<file path="src/rtl/core/enacc_pkg.sv">
// enacc_pkg: types, constants and helpers of the error-norm accumulator.
// No dependencies; used by enacc_out_if and all modules of the block.
package enacc_pkg;

    localparam int ABS_W      = 24;
    localparam int REL_W      = 32;
    localparam int SUM_W      = 64;
    localparam int IDX_W      = 4;
    localparam int FRAC_W     = 16;
    localparam int NCOMP_W    = 5;
    localparam int DIV_STEPS  = 32;
    localparam int STEP_W     = $clog2(DIV_STEPS);
    localparam int CFG_IDX_W  = 2;
    localparam int CFG_DATA_W = 32;

    localparam logic [CFG_IDX_W-1:0] REG_ABS_THR = 2'd0;
    localparam logic [CFG_IDX_W-1:0] REG_REL_THR = 2'd1;
    localparam logic [CFG_IDX_W-1:0] REG_NCOMP   = 2'd2;

    localparam logic [ABS_W-1:0]   ABS_ALL   = '1;
    localparam logic [REL_W-1:0]   REL_ALL   = '1;
    localparam logic [NCOMP_W-1:0] NCOMP_RST = 5'd1;

    typedef enum logic [2:0] {
        S_IDLE,
        S_PREP,
        S_DIV,
        S_MUL,
        S_ACC
    } state_t;

    typedef struct packed {
        logic accept;
        logic prep;
        logic div_step;
        logic mul;
        logic commit;
    } cmd_t;

    typedef struct packed {
        logic div_last;
        logic out_free;
    } status_t;

    typedef struct packed {
        logic [SUM_W-1:0] abs_sum;
        logic [SUM_W-1:0] abs_sq;
        logic [ABS_W-1:0] abs_peak;
        logic [SUM_W-1:0] rel_sum;
        logic [SUM_W-1:0] rel_sq;
        logic [REL_W-1:0] rel_peak;
    } entry_t;

    typedef struct packed {
        logic [IDX_W-1:0] component_index;
        logic [ABS_W-1:0] abs_error;
        logic [REL_W-1:0] rel_error;
        logic             both_exceed;
        logic [SUM_W-1:0] abs_l1_sum;
        logic [SUM_W-1:0] abs_sq_sum;
        logic [ABS_W-1:0] abs_max;
        logic [SUM_W-1:0] rel_l1_sum;
        logic [SUM_W-1:0] rel_sq_sum;
        logic [REL_W-1:0] rel_max;
        logic             set_fails;
        logic             end_of_set;
    } result_t;

    function automatic logic [SUM_W-1:0] sat_add(input logic [SUM_W-1:0] x,
                                                 input logic [SUM_W-1:0] y);
        logic [SUM_W:0] s;
        begin
            s = {1'b0, x} + {1'b0, y};
            sat_add = s[SUM_W] ? {SUM_W{1'b1}} : s[SUM_W-1:0];
        end
    endfunction

endpackage

</file>
<file path="src/rtl/core/enacc_ctrl.sv">
// enacc_ctrl: sequencing state machine of the error-norm accumulator.
// Depends on enacc_pkg (state_t, cmd_t, status_t).
module enacc_ctrl (
    input  logic               clk,
    input  logic               rst_n,
    input  logic               in_valid,
    input  enacc_pkg::status_t status,
    output logic               ready,
    output enacc_pkg::cmd_t    cmd
);

    enacc_pkg::state_t state_reg;
    enacc_pkg::state_t state_next;

    always_ff @(posedge clk or negedge rst_n)
    begin
        if (!rst_n)
        begin
            state_reg <= enacc_pkg::S_IDLE;
        end
        else
        begin
            state_reg <= state_next;
        end
    end

    always_comb
    begin
        state_next = state_reg;
        cmd        = '0;
        ready      = 1'b0;
        case (state_reg)
            enacc_pkg::S_IDLE:
            begin
                ready = 1'b1;
                if (in_valid)
                begin
                    cmd.accept = 1'b1;
                    state_next = enacc_pkg::S_PREP;
                end
            end
            enacc_pkg::S_PREP:
            begin
                cmd.prep   = 1'b1;
                state_next = enacc_pkg::S_DIV;
            end
            enacc_pkg::S_DIV:
            begin
                cmd.div_step = 1'b1;
                if (status.div_last)
                begin
                    state_next = enacc_pkg::S_MUL;
                end
            end
            enacc_pkg::S_MUL:
            begin
                cmd.mul    = 1'b1;
                state_next = enacc_pkg::S_ACC;
            end
            enacc_pkg::S_ACC:
            begin
                // hold until the result register can take the new result
                if (status.out_free)
                begin
                    cmd.commit = 1'b1;
                    state_next = enacc_pkg::S_IDLE;
                end
            end
            default:
            begin
                state_next = enacc_pkg::S_IDLE;
            end
        endcase
    end

endmodule

</file>
<file path="config.mk">
export PLATFORM = sky130hd
export DESIGN_NAME = enacc_ctrl
export DESIGN_NICKNAME = d
export VERILOG_FILES = /design/src/rtl/core/enacc_pkg.sv /design/src/rtl/core/enacc_ctrl.sv
export SDC_FILE = /design/constraint.sdc
export NUM_CORES = 1
export LEC_CHECK = 0
export BUFFER_PORTS_ARGS = -buffer_cell sky130_fd_sc_hd__buf_4
export CAP_MARGIN = 30
export CELL_PAD_IN_SITES_DETAIL_PLACEMENT = 0
export CELL_PAD_IN_SITES_GLOBAL_PLACEMENT = 2
export CORE_AREA = 2 2 39 41
export CTS_CLUSTER_DIAMETER = 60
export DETAILED_ROUTE_END_ITERATION = 10
export DIE_AREA = 0 0 41 43
export PLACE_DENSITY = 0.54
export SYNTH_ARGS = -nofsm -noshare
export SYNTH_HDL_FRONTEND = slang
export SYNTH_SLANG_ARGS = --single-unit
</file>
<file path="constraint.sdc">
create_clock -name clk -period 1.1 [get_ports clk]
set_input_delay 0.11 -clock clk [delete_from_list [all_inputs] [get_ports clk]]
set_output_delay 0.11 -clock clk [all_outputs]
set_load 0.01 [all_outputs]
</file>
## Word-level counts from Yosys, hierarchy flattened

Cells that the tools add are included.

- Reductions and logical operators: 2
- Mux-type cells: 12
- Eq/ne operators: 7

Operator list:

| kind | number |
|---|---|
| 3-bit one-hot mux with 5 select lines | 1 |
| 3-bit 2-to-1 mux | 3 |
| 1-bit 2-to-1 mux | 8 |
| 3-bit by 2-bit == test with 1-bit output, second input constant | 2 |
| 2-bit inequality test, second input constant | 3 |
| 3-bit by 1-bit == test with 1-bit output, second input constant | 1 |
| 3-bit == test, second input constant | 1 |
| 3-bit logical NOT | 1 |
| 3-bit AND reduction | 1 |

- Output and inout bits: 6
- Logic and storage cells: 22
- Flip-flop bits (word level): 3
- Bits of input ports: 5

## Depth between registers and ports, before layout

- Depth after elaboration: 3
- Mapped depth: 3
- Depth with buffers taken out: 2

## Least setup slack after synthesis

OpenSTA, ideal clock, no wires.

- Path kind: reg-to-output
- Start point: register state_reg[0]
- End point: output port cmd[4] (netlist bit)
- Stages on the path, launching flop included: 4
- Data required time: 0.990 ns
- Setup slack: -0.074 ns
- Arrival: 1.064 ns
- Buffers on the path: 1
- Cells stage by stage: dfrtp_1 > buf_4 > nor3_1 > and2_1

RTL lines:

| what | line | source |
|---|---|---|
| from (decl) | enacc_ctrl.sv:12 | `enacc_pkg::state_t state_reg;` |
| from (signal assigned) | enacc_ctrl.sv:19 | `state_reg <= enacc_pkg::S_IDLE;` |
| from (signal assigned) | enacc_ctrl.sv:23 | `state_reg <= state_next;` |
| to (decl) | enacc_ctrl.sv:9 | `output enacc_pkg::cmd_t cmd` |

==> impl_results.md <==
* YS warnings at 0
* Setup CP Type: reg2out
* Worst slew pin tran at 0.181 ns
* Worst-path clk slew at 0.04 ns
* Rows at 14
* Overall Power at 1.44 mW
* Reg-to-reg endpoint: state_reg[2]
* Hold slack at 0.198 ns
* Htree depth at 1
* Hold Fails Final Rpt at 0
* Power density over the cells at 3040 nW/µm²
* Hold Crit Depth at 3
* # port buffers at 10
* Syn_nets at 24
* Hpwl dp at 317 µm
* GPL Wtd Cong at 0.647
* Final Max Slew Viols at 0
* Initial antenna violation count at 0
* Endpoints failing setup at 6
* Synth Register Bits at 3
* Most common cell after layout, fill and taps aside: buf_4
* Vias in the first global route at 181
* Initial Util at 13.1%
* TritonRoute pass-1 iters at 1
* RSZ-0062 raised after global routing: yes
* DIE AREA at 1760 µm²
* Synth unique cells at 13
* Complex-gate fraction of the synthesized area at 0%
* Worst-Skew Late Latency at 0.23 ns
* Post-Synth XOR/XNOR Area at 4.83%
* Chip Height at 43 µm
* Period utilization at 114%
* Max-cap violations at 0
* Max IR drop VDD at 870 µV
* Via count at 225
* Share of cells above drive strength 1 at 81.4%
* Mean Syn Cell Area at 9.55 µm²
* Final ANT Viol Nets at 0
* # nets final at 49
* Most frequent cells in the layout: buf_4 (15), buf_6 (6), clkbuf_4 (3), dfrtp_2 (3)
* Crit. End Element: output port
* P&R area growth vs syn at 161%
* Achievable clock frequency at 800 MHz
* Worst Reg-to-Reg Cells at 3
* Simple-Gate Fraction of Synth Area at 37.2%
* Slew headroom at 87.9%
* Core area at 1380 µm²
* Failing checks: setup timing
* Worst min path class: in2reg
* Remaining global-route overflow at 0
* Buffer depth of the longest clock path at 2
* Cell Area, Synth at 181 µm²
* Status: finished, violations left
* Number of flip-flops under the largest register name at 3
* All-layer global routing usage at 5.74%
* Die X at 41 µm
* R2R setup slack at 0.04 ns
* Worst EP arrival at 1.14 ns
* Worst r2r src: state_reg[0]
* Root buf cell: clkbuf_4
* Clk sinks at 3
* Final wirelength at 583 µm
* Final Instance Area at 473 µm²
* CTS tree: yes
* Placed Area at 269 µm²
* P_leak at 0.220 nW
* Synthesized instance count at 19
* # IOs at 11
* Layout fillers at 147
* CP startpoint kind: register
* Worst Path Max Fanout at 4
* Fin worst setup slack at -0.150 ns
* DRC Markers at 0
* Vias per cell at 3.81
* Number of CTS-inserted buffers at 3
* Largest net degree at the start of global routing at 8
* Main combinational cell family by area after synthesis: simple AND/OR/NAND/NOR gates
* Post-synthesis mux area share at 5.52%
* Final Critical Period at 1.25 ns
* Sequential element share of the synthesized area at 41.4%
* Worst hold path endpoint: state_reg[0]
* HP Start: status[1]
* DR WL/cell at 9.88 µm
* CP Data Required Time at 0.99 ns
* Antenna diodes at 0
* Iter 0 DRT Violations at 0
* Skew final at 0.00373 ns
* First-pass GRT wire length at 655 µm
* Post-Synth Adder-Cell Area at 0%
synthesized netlist by cell type, drive strengths merged:
library cell / count / share of area, %
dfrtp: 3 / 41
nand2: 1 / 2.1
nor3b: 2 / 8.3
or2: 1 / 3.5
buf: 3 / 11
and2: 1 / 3.5
nor2: 1 / 2.1
xnor2: 1 / 4.8
nor3: 3 / 8.3
nor4b: 1 / 4.8
mux2i: 1 / 5.5
and3b: 1 / 4.8
worst max-delay path, cell delays in order, from the launching register on:
cell and delay, ns:
dfrtp_2 0.45, nor3_4 0.21, and2_1 0.14, buf_4 0.11
how the worst max path moves through the flow:
stage | startpoint | to | slack, ns | cells past startpoint
global route | state_reg[0] | cmd[4] | -0.20 | 3
CTS | state_reg[2] | cmd[4] | -0.17 | 3
detailed placement | state_reg[0] | cmd[4] | 0.04 | 3
global placement | state_reg[2] | state_reg[2] | 0.06 | 2
floorplan | state_reg[0] | cmd[4] | 0.04 | 3
finish | state_reg[0] | cmd[4] | -0.15 | 3
power by group:
group	total, mW	switching, mW	internal [mW]
logic	0.956	0.326	0.630
clock network	0.191	0.0554	0.136
registers	0.291	0.116	0.175
cell type report:
class	count	area [µm²]	share of cell area, %
repair buffers	23	210	44.4
multi-input cells	13	138	29.1
flip-flops and latches	3	78.8	16.7
clock buffers	4	26.3	5.56
well taps	16	20.0	4.23
metrics by stage:
step                      instances  TNS, ns  utilization [%]  setup slack, ns
final                            59   -0.729             34.2           -0.150
after global routing             59    -1.01             34.2           -0.195
after CTS                        55   -0.644             27.5           -0.170
after detailed placement         43        0             19.4           0.0368
after global placement           43        0             19.4           0.0570
after floorplan                  19        0                -           0.0367
cell families (layout without fill, tap and decap cells):
family                 Yosys count  in the layout
AND/OR/NAND/NOR                 11             11
XOR/XNOR                         1              1
flip-flops                       3              3
buffers and inverters            3             27
multiplexers                     1              1
timing repair:
item,in CTS,in global routing
resized for setup,7,11
endpoints found under the hold margin,3,0
endpoints found under the setup margin,6,7
gates cloned,0,0
buffers inserted,7,4
hold buffers,1,0
pin swaps,4,3
metal layers:
metal  share of wire (%)  vias up  routed length, µm  global-route usage (%)
met2                  64        5                372                    9.38
met4                   0        0                  0                    6.00
met3                 5.3        0                 31                       0
met1                  31      109                180                    5.84
li1                    -      111                  -                       -
met5                   0        -                  0                       0
Note: power is estimated with default switching activity, not from simulation.
